### config.mk
export PLATFORM = sky130hd
export DESIGN_NAME = fdv_div_lane
export DESIGN_NICKNAME = d
export VERILOG_FILES = /design/src/hdl/fdv_pkg.sv /design/src/hdl/fdv_div_lane.sv
export SDC_FILE = /design/constraint.sdc
export NUM_CORES = 1
export LEC_CHECK = 0
export ABC_AREA = 1
export BUFFER_PORTS_ARGS = -buffer_cell sky130_fd_sc_hd__buf_2
export CAP_MARGIN = 20
export CORE_UTILIZATION = 54
export DETAILED_ROUTE_END_ITERATION = 8
export HOLD_SLACK_MARGIN = 0.06
export PLACE_DENSITY = 0.88
export SYNTH_ARGS = -nofsm -noshare
export SYNTH_HDL_FRONTEND = slang
export SYNTH_SLANG_ARGS = --single-unit
### constraint.sdc
create_clock -name clock -period 3.05 [get_ports clock]
set_clock_uncertainty 0.1 [all_clocks]
set_input_delay 0.61 -clock clock [delete_from_list [all_inputs] [get_ports clock]]
set_output_delay 0.61 -clock clock [all_outputs]
set_load 0.01 [all_outputs]
### src/hdl/fdv_pkg.sv
`default_nettype none
package fdv_pkg;
   localparam int PosW = 32;
   localparam int DirFrac = 14;
   localparam int Lanes = 3;
   localparam int CsrIdxW = 1;
   localparam int CsrDataW = 16;
   localparam logic [CsrIdxW-1:0] CSR_MIN_TIME_STEP = 1'b0;
   localparam logic [CsrIdxW-1:0] CSR_MIN_SPEED = 1'b1;

   typedef struct packed {
      logic signed [31:0] pos_x;
      logic signed [31:0] pos_y;
      logic signed [31:0] pos_z;
      logic [31:0] time_step;
   } req_type;

   typedef struct packed {
      logic signed [31:0] vel_x;
      logic signed [31:0] vel_y;
      logic signed [31:0] vel_z;
      logic [31:0] speed;
      logic signed [15:0] dir_x;
      logic signed [15:0] dir_y;
      logic signed [15:0] dir_z;
      logic saturated;
   } rsp_type;

   // lane control from sequencer
   typedef struct packed {
      logic start;
      logic [63:0] divisor;
   } lane_ctl_type;

   typedef struct packed {
      logic busy;
      logic done;
   } lane_sts_type;
endpackage
`default_nettype wire

### src/hdl/fdv_div_lane.sv
`default_nettype none
// Restoring divider lane: 64-bit dividend over 64-bit divisor, one bit a cycle.
module fdv_div_lane (
   input  wire logic clock,
   input  wire logic reset,
   input  wire fdv_pkg::lane_ctl_type ctl,
   input  wire logic [63:0] dividend,
   output fdv_pkg::lane_sts_type sts,
   output logic [63:0] quotient
);
   import fdv_pkg::*;
   logic [64:0] rem_ff, rem_in;
   logic [63:0] quo_ff, quo_in;
   logic [63:0] dvs_ff, dvs_in;
   logic [6:0] cnt_ff, cnt_in;
   logic busy_ff, busy_in, done_ff, done_in;
   logic [64:0] trial;

   always_comb begin
      rem_in = rem_ff;
      quo_in = quo_ff;
      dvs_in = dvs_ff;
      cnt_in = cnt_ff;
      busy_in = busy_ff;
      done_in = 1'b0;
      trial = {rem_ff[63:0], quo_ff[63]} - {1'b0, dvs_ff};
      if (ctl.start) begin
         rem_in = '0;
         quo_in = dividend;
         dvs_in = ctl.divisor;
         cnt_in = 7'd64;
         busy_in = 1'b1;
      end else if (busy_ff) begin
         if (!trial[64]) begin
            rem_in = trial;
            quo_in = {quo_ff[62:0], 1'b1};
         end else begin
            rem_in = {rem_ff[63:0], quo_ff[63]};
            quo_in = {quo_ff[62:0], 1'b0};
         end
         cnt_in = cnt_ff - 7'd1;
         if (cnt_ff == 7'd1) begin
            busy_in = 1'b0;
            done_in = 1'b1;
         end
      end
   end

   always_ff @(posedge clock) begin
      if (reset) begin
         busy_ff <= 1'b0;
         done_ff <= 1'b0;
         cnt_ff <= '0;
      end else begin
         busy_ff <= busy_in;
         done_ff <= done_in;
         cnt_ff <= cnt_in;
      end
      rem_ff <= rem_in;
      quo_ff <= quo_in;
      dvs_ff <= dvs_in;
   end

   assign sts.busy = busy_ff;
   assign sts.done = done_ff;
   assign quotient = quo_ff;
endmodule
`default_nettype wire

== Yosys cells after proc, flatten, opt, wreduce, memory -nomap -nowiden ==
Index checks and enable logic that the tools add are counted.

* Bits in registers: 201
* Input bits: 131

* Add/sub/neg operators: 2
* Eq/ne operators: 1
* Muxes and demuxes: 10
* Bitwise gates (word level): 1
* Reductions and logical operators: 3

{| class="wikitable"
|+ Operators with widths
! cell !! number
|-
| 2-to-1 mux 64 bit || 3
|-
| subtractor 65 x 64 -> 65 bit || 1
|-
| 2-to-1 mux 7 bit || 2
|-
| == test 7 x 1 -> 1 bit (second input constant) || 1
|-
| subtractor 7 x 1 -> 7 bit (second input constant) || 1
|-
| 2-to-1 mux 1 bit || 5
|-
| OR reduction 3 bit || 1
|-
| nonzero test 2 bit || 1
|-
| OR reduction 2 bit || 1
|-
| inverter 1 bit || 1
|}

== Depth between registers and ports, before layout ==
* Depth in word-level cells: 4
* Depth in mapped cells: 21
* Mapped depth without buffers: 19

== Worst setup path before layout ==
No wires, ideal clock.

* Path kind: input port to flip-flop
* Start point: input ctl[64] in the netlist's numbering
* End point: register quo_ff[0] (netlist: quotient[0]), enable pin
* Setup time: 0.418 ns
* Arrival: 2.512 ns
* Data required time: 2.532 ns
* Setup slack: 0.020 ns
* Cell stages on the path: 5
* Path buffers: 3
* Cell sequence: clkbuf_1 nor2_1 clkbuf_1 clkbuf_1 inv_1

* Word-level cells in the longest chain between the ends: 1

{| class="wikitable"
|+ RTL lines
! element !! line !! text
|-
| from (decl) || fdv_div_lane.sv:6 || <nowiki>input wire fdv_pkg::lane_ctl_type ctl,</nowiki>
|-
| nonzero test 2 bit (no line) || n/a ||
|-
| to (signal assigned) || fdv_div_lane.sv:60 || <nowiki>quo_ff <= quo_in;</nowiki>
|-
| to (decl) || fdv_div_lane.sv:13 || <nowiki>logic [63:0] quo_ff, quo_in;</nowiki>
|}

No other way between the ends.
A chain may end at the register's enable or synchronous reset.

== Worst setup path in the final report ==
* Start point: register quo_ff[63] (netlist: quotient[63])
* End point: register rem_ff[11]

* Word-level cells in the longest chain between the ends: 2

{| class="wikitable"
|+ RTL lines
! element !! line !! text
|-
| subtractor 65 x 64 -> 65 bit || fdv_div_lane.sv:26 || <nowiki>trial = {rem_ff[63:0], quo_ff[63]} - {1'b0, dvs_ff};</nowiki>
|-
| 2-to-1 mux 64 bit || fdv_div_lane.sv:34 || <nowiki>if (!trial[64]) begin</nowiki>
|-
| to (signal assigned) || fdv_div_lane.sv:59 || <nowiki>rem_ff <= rem_in;</nowiki>
|-
| to (decl) || fdv_div_lane.sv:12 || <nowiki>logic [64:0] rem_ff, rem_in;</nowiki>
|}

No other way between the ends.

==> metrics <==
vias in the first global route 13,662; Switching Fraction 27.3%; Max Cap Viol 0; initial antenna violation count 0; Final setup viols 0; Skew-Pair Late Insertion Delay 560 ps; remaining antenna violation count 0; Hold Crit Depth 1; FF+latch count, synth 201; I/O pin count 197; Final #Nets 2,700; HPWL Detailed 34,500 um; # hold bufs at CTS 0; Root Buffer clkbuf_16; CORE AREA 0.0264 sq mm; Slowest-stage cell, CP fa_2; Routed WL 45,500 um; CTS Sinks 201; commonest non-fill, non-tap cell in the layout nand2_1; worst path required time 3390 ps; CP top delay family simple AND/OR/NAND/NOR gates; maximum vdd drop 424 uV; share of the synthesized area in the top cell type 26.8%; P_leak 9.75 nW; Area after DPL 0.0160 sq mm; Syn Area/Cell 6.38 sq um; H-tree depth 1; Gate power share 13.6%; most frequent cells in the layout nand2_1, inv_1, buf_2; largest area contributor in the netlist nand2_1; Die W 167 um; worst hold slack 127 ps; Clk pwr share 39.5%; Synth-to-Final Area Change 15.9%; antenna diode count 0; RSZ-0062 raised after global routing false; pin count of the biggest net entering global routing 92; drc violations 0; outcome finished clean; Filler cells 2,401; die span in y 167 um; max incr delay on CP 370 ps; CP cell instances inv_1 > ha_1 > fa_2 > inv_1 > nand2_1 > nand2_1 > nand3_1 > nand2_2 > nand2_1 > nand2_2 > nand2_1 > nand2_2 > nand2_2 > nand2_4 > nand2_4 > nand2_8 > clkbuf_16 > nand2_2 > nand3_2 > nand2_1; Slew @ Worst Pin 740 ps; Arr. time, crit path 3220 ps; TritonCTS Buffers 23; post-route core utilization 64.5%; critical path type flip-flop to flip-flop; Reg clk slew, reported paths 60 ps; ranking of synthesized cells by area nand2_1, edfxtp_1, inv_1; syn nets 2,495; initial core utilization 55.6%; CP Capture Type flip-flop; cell count after synthesis 2,297; Setup TNS 0 ps; fin area 0.0170 sq mm; Placement Rows 59; CP Max Fanout 12; Initial DRC Count 1,354; final period utilization 94.2%; Bufs on Longest Clock Path 3; WP depth 20; min-delay worst type input port to flip-flop; Reg area 0.00531 sq mm; Post-synth ARST share 0%; post-synthesis sequential area ratio 36.2%; grt ovf 0; total power 6.79 mW; Netlist cell types 39; power density cells 400 mW/mm^2; I/O Buffers 196; Fin. Hold Viols 0; drt pass-1 iters 6; internal power 4.93 mW; Critical Path Source Type flip-flop; CTS tree yes; Tmin final 2870 ps; Flop pwr share 46.9%; gr usage total 31.2%; Mapped Area 0.0147 sq mm; Primary FF master, synth edfxtp_1; Psw 1.86 mW; share of post-route cells with drive strength above 1 13.7%; EDFF count, synth 128; first-pass GRT wire length 68,200 um; total die area 0.0278 sq mm; Via-to-Cell Ratio 5.11; Buf/Inv on CP 3; relative slew slack 50.7%; drt wl/cell 15.9 um; synth warn 0; vias 14,569; Placer Congestion 0.990; Worst Reg-to-Reg Cells 20; Final Slew Violations 0; fmax 0.348 GHz; Multi-input gate area 0.00729 sq mm
[path summary, 6_finish.rpt]
path | slack, ps | end | from
worst max-delay path | 180 | rem_ff[11]$_SDFFE_PP0P_ | quotient[63]$_DFFE_PP_
worst min-delay path | 130 | dvs_ff[52]$_DFFE_PP_ | ctl[52]
worst max register to register | 180 | rem_ff[11]$_SDFFE_PP0P_ | quotient[63]$_DFFE_PP_
worst min register to register | 380 | rem_ff[4]$_SDFFE_PP0P_ | rem_ff[4]$_SDFFE_PP0P_
[cell usage after synthesis (2+ instances only)]
cell type,instances
nand3_1,110
buf_2,7
clkinv_1,2
and2_1,3
nor2_1,104
nor2_2,7
xnor2_1,26
ha_1,66
inv_1,500
nand2_1,1045
nand3_2,24
nor3_1,22
dfxtp_1,73
o21ai_0,14
edfxtp_1,128
a21oi_1,50
nand3b_1,2
xor2_1,6
clkbuf_1,23
and3_1,2
inv_2,4
nor2_4,3
buf_4,6
nand4_1,11
buf_12,4
nand2_2,42
[state kept, by name (all words and copies together) (netlist names)]
| name | count |
|---|---|
| dvs_ff | 64 |
| quotient | 64 |
| rem_ff | 64 |
| cnt_ff | 7 |
| busy_ff | 1 |
| done_ff | 1 |
[layout make-up]
| class | count | share of cell area, % |
|---|---|---|
| clock buffer | 35 | 3.71 |
| clock inverter | 6 | 0.449 |
| inverter | 506 | 11.2 |
| multi-input combinational | 1549 | 42.9 |
| sequential | 201 | 31.2 |
| tap | 335 | 2.47 |
| timing repair buffer | 221 | 8.04 |
[power by group through the flow]
stage               Combinational [mW]  Sequential (mW)  Clock (mW)
global placement                 0.892             3.23           0
finish                           0.925             3.18        2.68
floorplan                        0.498             3.26           0
global route                      1.02             3.20        2.83
detailed placement               0.911             3.23           0
CTS                              0.915             3.18        2.73
[through the flow]
| stage | instances | setup WS, ps |
|---|---|---|
| 6_report | 2853 | 176 |
| 5_1_grt | 2853 | 10.3 |
| 4_1_cts | 2841 | 114 |
| 3_5_place_dp | 2800 | 122 |
| 3_3_place_gp | 2800 | 275 |
| 2_1_floorplan | 2297 | 19.7 |
[per-layer routing]
| layer | GRT usage (%) | wire length (um) | up-vias |
|---|---|---|---|
| li1 | - | - | 7266 |
| met1 | 41.0 | 19200 | 6553 |
| met2 | 50.6 | 20200 | 647 |
| met3 | 5.85 | 4270 | 103 |
| met4 | 12.5 | 1860 | 0 |
| met5 | 0 | 0 | - |
[worst register-to-register path, delay by kind of cell, from the launching register on]
kind	cells	cell delay [ps]
DFF	1	340
and+or+nand+nor	15	1370
adders and majority gates	2	600
buffers and inverters	3	370
[cells by family (layout without fill, tap and decap cells)]
| group | Yosys count | after routing | share of synthesized area (%) |
|---|---|---|---|
| AOI/OAI and AO/OA | 70 | 70 | 2.48 |
| adders and majority gates | 67 | 67 | 5.77 |
| and+or+nand+nor | 1378 | 1380 | 38.9 |
| buffers and inverters | 549 | 768 | 14.8 |
| xor gates and xnor gates | 32 | 32 | 1.91 |
| DFF | 201 | 201 | 36.2 |
[what timing repair did]
action | CTS | global route
setup endpoints to repair | 0 | 57
gates resized for setup | 0 | 15
setup buffers | 0 | 1
No activity file was read; power rests on OpenSTA's default activity.
