===== config.mk =====
export PLATFORM = sky130hd
export DESIGN_NAME = fdv_sqrt
export DESIGN_NICKNAME = d
export VERILOG_FILES = /design/src/hdl/fdv_pkg.sv /design/src/hdl/fdv_sqrt.sv
export SDC_FILE = /design/constraint.sdc
export NUM_CORES = 1
export LEC_CHECK = 0
export ABC_AREA = 1
export BUFFER_PORTS_ARGS = -buffer_cell sky130_fd_sc_hd__buf_4
export CAP_MARGIN = 20
export CORE_MARGIN = 2
export CORE_UTILIZATION = 53
export DETAILED_ROUTE_END_ITERATION = 16
export PLACE_DENSITY_LB_ADDON = 0.12
export SETUP_SLACK_MARGIN = 0.5
export SLEW_MARGIN = 20
export SYNTH_ARGS = -nofsm -noshare
export SYNTH_HDL_FRONTEND = slang
export SYNTH_SLANG_ARGS = --single-unit

===== constraint.sdc =====
create_clock -name clock -period 4 [get_ports clock]
set_clock_uncertainty 0.05 [all_clocks]
set_input_delay 0.8 -clock clock [delete_from_list [all_inputs] [get_ports clock]]
set_output_delay 0.8 -clock clock [all_outputs]
set_load 0.03 [all_outputs]

===== src/hdl/fdv_pkg.sv =====
`default_nettype none
package fdv_pkg;
   localparam int PosW = 32;
   localparam int DirFrac = 14;
   localparam int Lanes = 3;
   localparam int CsrIdxW = 1;
   localparam int CsrDataW = 16;
   localparam logic [CsrIdxW-1:0] CSR_MIN_TIME_STEP = 1'b0;
   localparam logic [CsrIdxW-1:0] CSR_MIN_SPEED = 1'b1;

   typedef struct packed {
      logic signed [31:0] pos_x;
      logic signed [31:0] pos_y;
      logic signed [31:0] pos_z;
      logic [31:0] time_step;
   } req_type;

   typedef struct packed {
      logic signed [31:0] vel_x;
      logic signed [31:0] vel_y;
      logic signed [31:0] vel_z;
      logic [31:0] speed;
      logic signed [15:0] dir_x;
      logic signed [15:0] dir_y;
      logic signed [15:0] dir_z;
      logic saturated;
   } rsp_type;

   // lane control from sequencer
   typedef struct packed {
      logic start;
      logic [63:0] divisor;
   } lane_ctl_type;

   typedef struct packed {
      logic busy;
      logic done;
   } lane_sts_type;
endpackage
`default_nettype wire


===== src/hdl/fdv_sqrt.sv =====
`default_nettype none
// Bit-pair integer square root of a 66-bit value, one result bit a cycle.
module fdv_sqrt (
   input  wire logic clock,
   input  wire logic reset,
   input  wire logic start,
   input  wire logic [65:0] radicand,
   output fdv_pkg::lane_sts_type sts,
   output logic [32:0] root
);
   import fdv_pkg::*;
   logic [65:0] rad_ff, rad_in;
   logic [35:0] rem_ff, rem_in;
   logic [32:0] root_ff, root_in;
   logic [5:0] cnt_ff, cnt_in;
   logic busy_ff, busy_in, done_ff, done_in;
   logic [35:0] shifted, trial;

   always_comb begin
      rad_in = rad_ff;
      rem_in = rem_ff;
      root_in = root_ff;
      cnt_in = cnt_ff;
      busy_in = busy_ff;
      done_in = 1'b0;
      shifted = {rem_ff[33:0], rad_ff[65:64]};
      trial = shifted - {1'b0, root_ff, 2'b01};
      if (start) begin
         rad_in = radicand;
         rem_in = '0;
         root_in = '0;
         cnt_in = 6'd33;
         busy_in = 1'b1;
      end else if (busy_ff) begin
         rad_in = {rad_ff[63:0], 2'b00};
         if (!trial[35]) begin
            rem_in = trial;
            root_in = {root_ff[31:0], 1'b1};
         end else begin
            rem_in = shifted;
            root_in = {root_ff[31:0], 1'b0};
         end
         cnt_in = cnt_ff - 6'd1;
         if (cnt_ff == 6'd1) begin
            busy_in = 1'b0;
            done_in = 1'b1;
         end
      end
   end

   always_ff @(posedge clock) begin
      if (reset) begin
         busy_ff <= 1'b0;
         done_ff <= 1'b0;
         cnt_ff <= '0;
      end else begin
         busy_ff <= busy_in;
         done_ff <= done_in;
         cnt_ff <= cnt_in;
      end
      rad_ff <= rad_in;
      rem_ff <= rem_in;
      root_ff <= root_in;
   end

   assign sts.busy = busy_ff;
   assign sts.done = done_ff;
   assign root = root_ff;
endmodule
`default_nettype wire


# Word-level counts from Yosys, hierarchy flattened
# Index checks and enable logic that the tools add are counted.
classes:
  muxes: 10
  addsub: 2
  n_bitwise: 1
  n_reduce_logical: 3
  eq_ne: 1
ops:
  columns: ["cell", "count"]
  rows:
  - ["two-way mux 66 bit", 2]
  - ["subtractor 36 x 35 -> 36 bit", 1]
  - ["two-way mux 34 bit", 1]
  - ["two-way mux 6 bit", 2]
  - ["== test 6 x 1 -> 1 bit, second input constant", 1]
  - ["subtractor 6 x 1 -> 6 bit, second input constant", 1]
  - ["two-way mux 1 bit", 5]
  - ["OR reduction 3 bit", 1]
  - ["nonzero test 2 bit", 1]
  - ["OR reduction 2 bit", 1]
  - ["inverter 1 bit", 1]
totals:
  elab_cells: 24
  reg_bits: 141
  out_inout_bits: 35

# Logic depth before layout (Yosys ltp)
# Gate-level depths: netlist (run 1).
logic_depth:
  word_depth: 4
  mapped_depth: 18
  ltp_nobuf: 17

# Least setup slack after synthesis (run 1)
# OpenSTA, ideal clock, no wires.
synth_path:
  kind: "input to register"
  start: "in start"
  end: "reg rad_ff[0] (enable)"
  setup_ps: 456
  path_buffers: 2
  path_slack_ps: 227
  arrival_ps: 3267
  stages: 4
  path_cell_list: "clkbuf_1 > nor2_1 > clkinv_1 > clkbuf_1"
synth_via:
  elab_chain_cells: 1
synth_rtl:
  columns: ["element", "line_no", "text"]
  rows:
  - ["start, declared", "fdv_sqrt.sv:6", "input wire logic start,"]
  - ["nonzero test 2 bit (no source line)", null, null]
  - ["end signal, assigned", "fdv_sqrt.sv:61", "rad_ff <= rad_in;"]
  - ["end, declared", "fdv_sqrt.sv:12", "logic [65:0] rad_ff, rad_in;"]
# Every way passes these cells.
# A chain may end at the register's enable or synchronous reset.

# Final worst setup path (run 1)
layout_path:
  start: "reg root_ff[11], in the netlist root[11]"
  end: "reg rem_ff[27]"
layout_via:
  elab_chain_cells: 2
layout_rtl:
  columns: ["element", "line_no", "text"]
  rows:
  - ["start, declared", "fdv_sqrt.sv:14", "logic [32:0] root_ff, root_in;"]
  - ["start signal, assigned", "fdv_sqrt.sv:63", "root_ff <= root_in;"]
  - ["subtractor 36 x 35 -> 36 bit", "fdv_sqrt.sv:27", "trial = shifted - {1'b0, root_ff, 2'b01};"]
  - ["two-way mux 34 bit", "fdv_sqrt.sv:36", "if (!trial[35]) begin"]
  - ["end signal, assigned", "fdv_sqrt.sv:62", "rem_ff <= rem_in;"]
  - ["end, declared", "fdv_sqrt.sv:13", "logic [35:0] rem_ff, rem_in;"]
# Every way passes these cells.

==> impl_metrics.yaml, run 1 <==
outcome:
  status: "complete, no violations"
critical_path:
  critPathArrivalTime_ns: 3.01
  regToRegStartpoint: "root[11]"
  path_delay_family: "simple AND/OR/NAND/NOR gates"
  worst_setup_path_end_kind: "flip-flop"
  start_kind: "flip-flop"
  cpPeakStageDelay_ns: 0.38
  cp.depth: 14
  required_ns: 4.27
  crit_end: "rem_ff[27]"
  r2r_setup_slack_ns: 1.26
  path_class: "reg -> reg"
  startpoint: "root[11]"
  critPathBufInv: 2
  r2r-end: "rem_ff[27]"
  worstPathCellList: "inv_1 -> ha_1 -> nand2_1 -> inv_1 -> nand2_1 -> nand2_1 -> a21oi_2 -> nand3_2 -> nand2_4 -> nand3_2 -> nand2_4 -> nand2_1 -> nand3_1 -> nand2_1"
  rr_worst_depth: 14
  cp_common_cell: "nand2_1"
  cpMaxStageDelayCell: "nand3_2"
  path_max_fanout: 13
power_and_ir_drop:
  peakVddDrop_mv: 0.465
  p_leak_nw: 5.16
  power_density_nw_per_um2: 748
die:
  core_area_um2: 15700
  ios: 104
  die_h_um: 130
  rows: 46
  dieArea_um2: 16900
  die_w_um: 130
  start_util: 0.536
synth:
  synthesis.nets: 1290
  ys.flop_type: "dfxtp_1"
  syn_avg_cell_area_um2: 7.11
  synthCells: 1185
  ys_top_cells_by_area: "edfxtp_1, nand2_1, dfxtp_1, inv_1, ha_1"
  ys_warn_count: 0
  synth_top_area_frac: 0.235
  synth_largest_area_cell: "edfxtp_1"
  synth.distinct_cells: 42
  synth_area_um2: 8430
  yosysMostFrequentCell: "nand2_1"
  synth-edff-count: 66
  synth_seq_cells: 141
  ys_top_cells_by_count: "nand2_1, inv_1, dfxtp_1"
  yosysSeqAreaShare: 0.413
  async_flop_share: 0
grt:
  grt_util_all_layers: 0.256
  antenna_found_initial: 0
  grt_pass1_vias: 7026
  grt_max_degree: 70
  grt-ovfl-total: 0
  grt_pass1_wl_mm: 33.8
clocking:
  htree_levels: 4
  cts_setup_buffers: 0
  insertion_delay_ns: 0.43
  clock-sinks: 141
  clock_path_buffers: 2
  numCtsBuffers: 17
  clkSlewWorstSetupHoldPaths_ns: 0.06
  cts_hold_buf: 0
  cts_resized: 0
  cts_tree: "built"
  ctsRootBufferMaster: "clkbuf_16"
finish:
  area_growth_pct: 18.3
  regArea_um2: 3480
  multiInputGateArea_um2: 4200
  stdcell_area_um2: 9970
  fill_cells: 1459
  drive_above_1_share: 0.144
  fin_nets: 1380
  utilization: 0.635
  insertedDiodeCount: 0
sta:
  timing_worst_slew_pin_value_ns: 1.03
  fin_ws_ns: 1.26
  finalCriticalPeriod_ns: 2.74
  grt_setup_unrepaired: "false"
  drv_slew: 0
  period_share: 0.685
  setup_viol: 0
  maxSlewHeadroom: 0.310
  tns_ns: 0
  finalHoldViolCount: 0
  fmax_mhz: 365
routing:
  final_antenna_net_count: 0
  routedWlPerCell_um: 14.0
  totalWireLength_mm: 21.0
  dr_total_vias: 7607
  drc: 0
  drt_iter0_markers: 394
  drt_pass1_iterations: 5
  via_per_inst: 5.06
run:
  maxCapViolations: 0
placement:
  post-dp-hpwl_mm: 15.4
  place_congestion: 0.954
  placed_cell_area_um2: 9340
  preCtsSetupSlack_ns: 1.15
  io_buffers: 103
min_path:
  min_path_type: "reg -> reg"
[per-layer routing]
| metal | up-vias | track usage | share of wire |
|---|---|---|---|
| met5 | - | 0 | 0 |
| met4 | 0 | 0.0993 | 0.024 |
| met3 | 39 | 0.0513 | 0.048 |
| met2 | 187 | 0.418 | 0.47 |
| met1 | 3427 | 0.336 | 0.46 |
| li1 | 3954 | - | - |
[cells in the final DEF, fill, tap and decap left out, drive strengths merged, types with 6 or more instances in the layout]
cell / n
dfxtp: 75
nor3: 6
a21oi: 29
o21bai: 6
nand4: 16
xnor2: 7
buf: 109
nor2: 72
edfxtp: 66
nand2: 523
inv: 150
nand3: 91
o22ai: 32
ha: 36
o21ai: 16
xor2: 8
clkbuf: 18
[how the worst min path moves through the flow]
stage	startpoint	endpoint	slack (ns)	cells past startpoint
2_1_floorplan	rem_ff[32]	rem_ff[32]	0.38	2
3_3_place_gp	rem_ff[32]	rem_ff[32]	0.40	2
3_5_place_dp	rem_ff[32]	rem_ff[32]	0.41	2
4_1_cts	rem_ff[27]	rem_ff[27]	0.43	2
5_1_grt	rem_ff[14]	rem_ff[14]	0.43	2
6_report	rem_ff[8]	rem_ff[8]	0.42	2
[state kept, by name, indices dropped and copies added, names as in the netlist]
| signal | flops |
|---|---|
| rad_ff | 66 |
| done_ff | 1 |
| cnt_ff | 6 |
| root | 33 |
| busy_ff | 1 |
| rem_ff | 34 |
[through the flow]
step,hold WS [ns],power [mW],cells
4_1_cts,0.426,7.46,1504
3_3_place_gp,0.404,5.68,1472
2_1_floorplan,0.380,4.84,1185
3_5_place_dp,0.411,5.69,1472
6_report,0.425,7.46,1504
5_1_grt,0.434,8.03,1504
[area by class of cell]
type | count | share of cell area
clock buffer | 18 | 0.0430
clock inverter | 14 | 0.0208
inverter | 146 | 0.0551
multi-input combinational | 860 | 0.421
sequential | 141 | 0.349
tap | 216 | 0.0271
timing repair buffer | 109 | 0.0833
[power breakdown]
part | internal (mW) | total [mW] | leakage, nW | switching [mW]
logic | 1.30 | 3.94 | 3.57 | 2.64
clock network | 1.06 | 1.74 | 0.309 | 0.680
registers | 1.69 | 1.78 | 1.29 | 0.0919
[cells by family (layout without fill, tap and decap cells)]
kind of cell,Yosys count,after routing,share of synthesized area
AOI/OAI and AO/OA,91,91,0.0644
xor gates and xnor gates,15,15,0.0156
adders and majority gates,36,36,0.0534
buffers and inverters,184,287,0.0888
DFF,141,141,0.413
and+or+nand+nor,718,718,0.364
[worst register-to-register path, cell delays in order (launching register included)]
cell and delay, ns:
dfxtp_1 0.32, inv_1 0.07, ha_1 0.35, nand2_1 0.14
inv_1 0.07, nand2_1 0.07, nand2_1 0.10, a21oi_2 0.23
nand3_2 0.14, nand2_4 0.11, nand3_2 0.38, nand2_4 0.37
nand2_1 0.11, nand3_1 0.08, nand2_1 0.05
Note: power is estimated with default switching activity, not from simulation.
==> inputs of run 2 (changes only) <==
- clock period: 4 -> 2.4 ns (I/O delays scaled with it)
==> impl_metrics.yaml, run 2 (synthesis gave the netlist of run 1 again) <==
outcome:
  status: "complete, no violations"
power_and_ir_drop:
  peakVddDrop_mv: 0.770
  power_density_nw_per_um2: 1300
  p_leak_nw: 5.72
  p_total_mw: 15.3
placement:
  placed_cell_area_um2: 10100
  post-dp-hpwl_mm: 16.9
  io_buffers: 103
  preCtsSetupSlack_ns: 0.0968
  place_congestion: 0.981
  placed_cells: 1493
finish:
  top_register: "rad_ff"
  area_growth_pct: 39.8
  utilization: 0.750
  largest_reg_flops: 66
  fill_cells: 1199
  fin_nets: 1458
  final_cells: 1582
  final_common_cell: "nand2_1"
  regArea_um2: 3620
  stdcell_area_um2: 11800
  insertedDiodeCount: 0
  multiInputGateArea_um2: 5200
  drive_above_1_share: 0.352
  layout_common_cells: "nand2_1, buf_4, inv_1"
die:
  core_area_um2: 15700
  ios: 104
  die_h_um: 130
  die_w_um: 130
  dieArea_um2: 16900
  rows: 46
  start_util: 0.536
sta:
  drv_slew: 0
  grt_setup_unrepaired: "true"
  timing_worst_slew_pin_value_ns: 0.521
  period_share: 0.918
  hold_slack_ns: 0.173
  setup_viol: 0
  tns_ns: 0
  fmax_mhz: 454
  fin_ws_ns: 0.198
  maxSlewHeadroom: 0.653
  finalHoldViolCount: 0
  finalCriticalPeriod_ns: 2.20
clocking:
  numCtsBuffers: 17
  ctsRootBufferMaster: "clkbuf_16"
  cts_tree: "built"
  htree_levels: 4
  clock-sinks: 141
  insertion_delay_ns: 0.43
  clock_path_buffers: 2
  clkSlewWorstSetupHoldPaths_ns: 0.07
grt:
  grt_pass1_vias: 7794
  grt_max_degree: 57
  grt-ovfl-total: 0
  antenna_found_initial: 0
  grt_pass1_wl_mm: 37.9
  grt_util_all_layers: 0.289
critical_path:
  r2r_setup_slack_ns: 0.20
  required_ns: 2.68
  start_kind: "flip-flop"
  regToRegStartpoint: "root[4]"
  rr_worst_depth: 17
  path_max_fanout: 8
  path_class: "reg -> reg"
  worst_setup_path_end_kind: "flip-flop"
  startpoint: "root[4]"
  crit_end: "rem_ff[9]"
  r2r-end: "rem_ff[9]"
  critPathArrivalTime_ns: 2.48
min_path:
  min_path_type: "in -> reg"
  min_path_cells: 2
routing:
  via_per_inst: 5.21
  final_antenna_net_count: 0
  drc: 0
  dr_total_vias: 8250
  drt_pass1_iterations: 7
  drt_iter0_markers: 542
  totalWireLength_mm: 24.2
  routedWlPerCell_um: 15.3
run:
  maxCapViolations: 0
## run 2: how the worst min path moves through the flow
stage,startpoint,to
after floorplan,rem_ff[32],rem_ff[32]
after global placement,rem_ff[32],rem_ff[32]
after detailed placement,rem_ff[32],rem_ff[32]
after CTS,reset,busy_ff
after global routing,reset,busy_ff
final,reset,busy_ff
## run 2: repair_timing
item / CTS / global route
pin swaps: 50 / 42
cloned: 1 / 0
hold buffers: 0 / 0
setup buffers: 37 / 19
resized for setup: 106 / 71
endpoints found under the setup margin: 35 / 35
## run 2: final cells by class
class | count | share of cell area
clock buffers | 17 | 0.0361
clock inverters | 15 | 0.0133
inverters | 146 | 0.0514
multi-input cells | 861 | 0.441
flip-flops and latches | 141 | 0.308
well taps | 216 | 0.0229
repair buffers | 186 | 0.127
## run 2: routing by layer
metal  up-vias  track usage  share of wire
li1       4126            -              -
met2       295        0.498           0.49
met5         -            0              0
met4         0        0.109          0.032
met1      3772        0.353           0.41
met3        57       0.0677          0.065
## run 2: worst max-delay path: stages (launching register included)
cell	delay (ns)
dfxtp_4	0.36
inv_4	0.04
ha_4	0.25
nand2_2	0.06
nand2_2	0.07
inv_2	0.08
nand2_2	0.06
nand2_2	0.08
nand2_2	0.06
nand2_2	0.11
nand3_4	0.11
nand2_8	0.12
nand3_4	0.21
buf_8	0.23
nand3_2	0.07
nand2_1	0.05
nand2_1	0.05
nand2_1	0.04
## run 2: power breakdown
group | internal [mW] | switching [mW] | total, mW
Sequential | 2.79 | 0.205 | 3.00
Combinational | 3.90 | 5.80 | 9.70
Clock | 1.46 | 1.16 | 2.63
==> inputs of run 3 (changes only) <==
- ABC_AREA: 1 -> default
- CORE_UTILIZATION: 53 -> 52
==> impl_metrics.yaml, run 3 <==
synth:
  syn_avg_cell_area_um2: 10.1
  synth_seq_cells: 141
  synthCells: 752
  synth_area_um2: 7560
  ys_top_cells_by_count: "nor2_1, dfxtp_1, edfxtp_1, nand2_1, mux2_2"
  yosysMostFrequentCell: "nor2_1"
  synth.distinct_cells: 52
  synth-edff-count: 66
  ys_top_cells_by_area: "edfxtp_1, dfxtp_1, mux2_2, ha_1, mux2i_1"
  synth_largest_area_cell: "edfxtp_1"
  ys_warn_count: 0
  synth_top_area_frac: 0.262
  synthesis.nets: 857
  yosysSeqAreaShare: 0.461
  ys.flop_type: "dfxtp_1"
  async_flop_share: 0
outcome:
  status: "finished, violations left"
  violations: "negative setup slack"
routing:
  drt_iter0_markers: 518
  drc: 0
  totalWireLength_mm: 21.4
  dr_total_vias: 6918
  routedWlPerCell_um: 17.5
  via_per_inst: 5.68
  final_antenna_net_count: 0
  drt_pass1_iterations: 5
critical_path:
  critPathBufInv: 4
  rr_worst_depth: 15
  path_class: "reg -> reg"
  start_kind: "flip-flop"
  worst_setup_path_end_kind: "flip-flop"
  path_max_fanout: 5
  worstPathCellList: "inv_1 -> ha_1 -> a21oi_1 -> o21ai_0 -> a21o_1 -> a31oi_2 -> o21ai_4 -> a31oi_4 -> buf_6 -> xnor2_4 -> buf_6 -> buf_12 -> nor3_2 -> a21oi_1 -> a211oi_1"
  cp.depth: 15
  required_ns: 2.67
  critPathArrivalTime_ns: 3.24
  cpMaxStageDelayCell: "dfxtp_1"
  path_delay_family: "compound AO/OA/AOI/OAI gates"
  cpPeakStageDelay_ns: 0.34
clocking:
  ctsRootBufferMaster: "clkbuf_16"
  clock_path_buffers: 2
  cts_tree: "built"
  numCtsBuffers: 17
  htree_levels: 4
  insertion_delay_ns: 0.44
  cts_hold_buf: 0
  clock-sinks: 141
  clkSlewWorstSetupHoldPaths_ns: 0.06
sta:
  hold_slack_ns: 0.230
  fmax_mhz: 336
  period_share: 1.24
  timing_worst_slew_pin_value_ns: 0.708
  grt_setup_unrepaired: "true"
  finalHoldViolCount: 0
  drv_slew: 0
  tns_ns: -14.23
  maxSlewHeadroom: 0.528
  finalCriticalPeriod_ns: 2.97
  fin_ws_ns: -0.573
  setup_viol: 35
finish:
  regArea_um2: 3540
  insertedDiodeCount: 0
  fill_cells: 858
  final_common_cell: "buf_4"
  area_growth_pct: 52.1
  drive_above_1_share: 0.531
  multiInputGateArea_um2: 4570
  largest_reg_flops: 66
  layout_common_cells: "buf_4, nor2_1, edfxtp_1"
  top_register: "rad_ff"
  fin_nets: 1126
  utilization: 0.800
die:
  die_h_um: 125
  core_area_um2: 14400
  rows: 44
  ios: 104
  die_w_um: 125
  start_util: 0.526
  dieArea_um2: 15500
power_and_ir_drop:
  power_density_nw_per_um2: 1060
  p_leak_nw: 4.90
  p_total_mw: 12.1
  peakVddDrop_mv: 0.826
placement:
  preCtsSetupSlack_ns: -0.436
  place_congestion: 0.914
  post-dp-hpwl_mm: 12.6
  io_buffers: 103
grt:
  antenna_found_initial: 0
  grt_pass1_wl_mm: 31.7
  grt_pass1_vias: 6980
  grt_util_all_layers: 0.250
  grt_max_degree: 67
  grt-ovfl-total: 0
min_path:
  min_path_type: "in -> reg"
  min_path_cells: 2
run:
  maxCapViolations: 0
-- run 3: worst reg2reg max path, stage by stage, from the launching register on --
cell      delay [ns]
dfxtp_1         0.34
inv_1           0.06
ha_1            0.34
a21oi_1         0.21
o21ai_0         0.12
a21o_1          0.17
a31oi_2         0.22
o21ai_4         0.12
a31oi_4         0.20
buf_6           0.15
xnor2_4         0.08
buf_6           0.15
buf_12          0.14
nor3_2          0.17
a21oi_1         0.08
a211oi_1        0.29
-- run 3: final timing paths --
path	start	end	slack, ns
worst max-delay path	root[22]	rem_ff[24]	-0.57
worst max register to register	root[22]	rem_ff[24]	-0.57
worst min-delay path	reset	busy_ff	0.23
worst min register to register	root[32]	root[32]	0.50
-- run 3: final cells by class --
class,count,area share
Multi-Input combinational cell,521,0.397
Sequential cell,141,0.308
Timing Repair Buffer,289,0.209
Clock buffer,17,0.0370
Tap cell,184,0.0200
Inverter,51,0.0166
Clock inverter,15,0.0123
-- run 3: what timing repair did --
| item | CTS | global route |
|---|---|---|
| buffers inserted | 17 | 5 |
| pin swaps | 35 | 41 |
| resized for setup | 62 | 102 |
| cloned | 4 | 2 |
| hold endpoints to repair | 0 | 0 |
| endpoints found under the setup margin | 35 | 35 |
-- run 3: where the power goes --
group / total [mW] / internal, mW / switching [mW] / leakage (nW)
clock: 2.54 / 1.38 / 1.16 / 0.281
combinational: 6.68 / 3.45 / 3.23 / 3.33
sequential: 2.92 / 2.78 / 0.143 / 1.29
total: 12.1 / 7.61 / 4.54 / 4.90
-- run 3: routing by layer --
| metal | up-vias | part of all wire | routed length (µm) | global-route usage |
|---|---|---|---|---|
| met2 | 252 | 0.51 | 10900 | 0.439 |
| met3 | 74 | 0.056 | 1200 | 0.0683 |
| met1 | 3358 | 0.40 | 8460 | 0.284 |
| li1 | 3234 | - | - | - |
| met5 | - | 0 | 0 | 0 |
| met4 | 0 | 0.039 | 823 | 0.111 |
-- run 3: kinds of logic after synthesis --
family | share of synthesized area
XOR/XNOR | 0.0381
AO/OA/AOI/OAI | 0.131
adder cells (fa/ha/maj) | 0.0596
AND/OR/NAND/NOR | 0.120
flip-flops | 0.461
buffers and inverters | 0.0463
multiplexers | 0.144
-- run 3: per-stage QoR --
stage	std cells	area [µm²]
after floorplan	752	7790
after global placement	1158	9840
after detailed placement	1158	9840
after CTS	1211	10900
after global routing	1218	11500
final	1218	11500
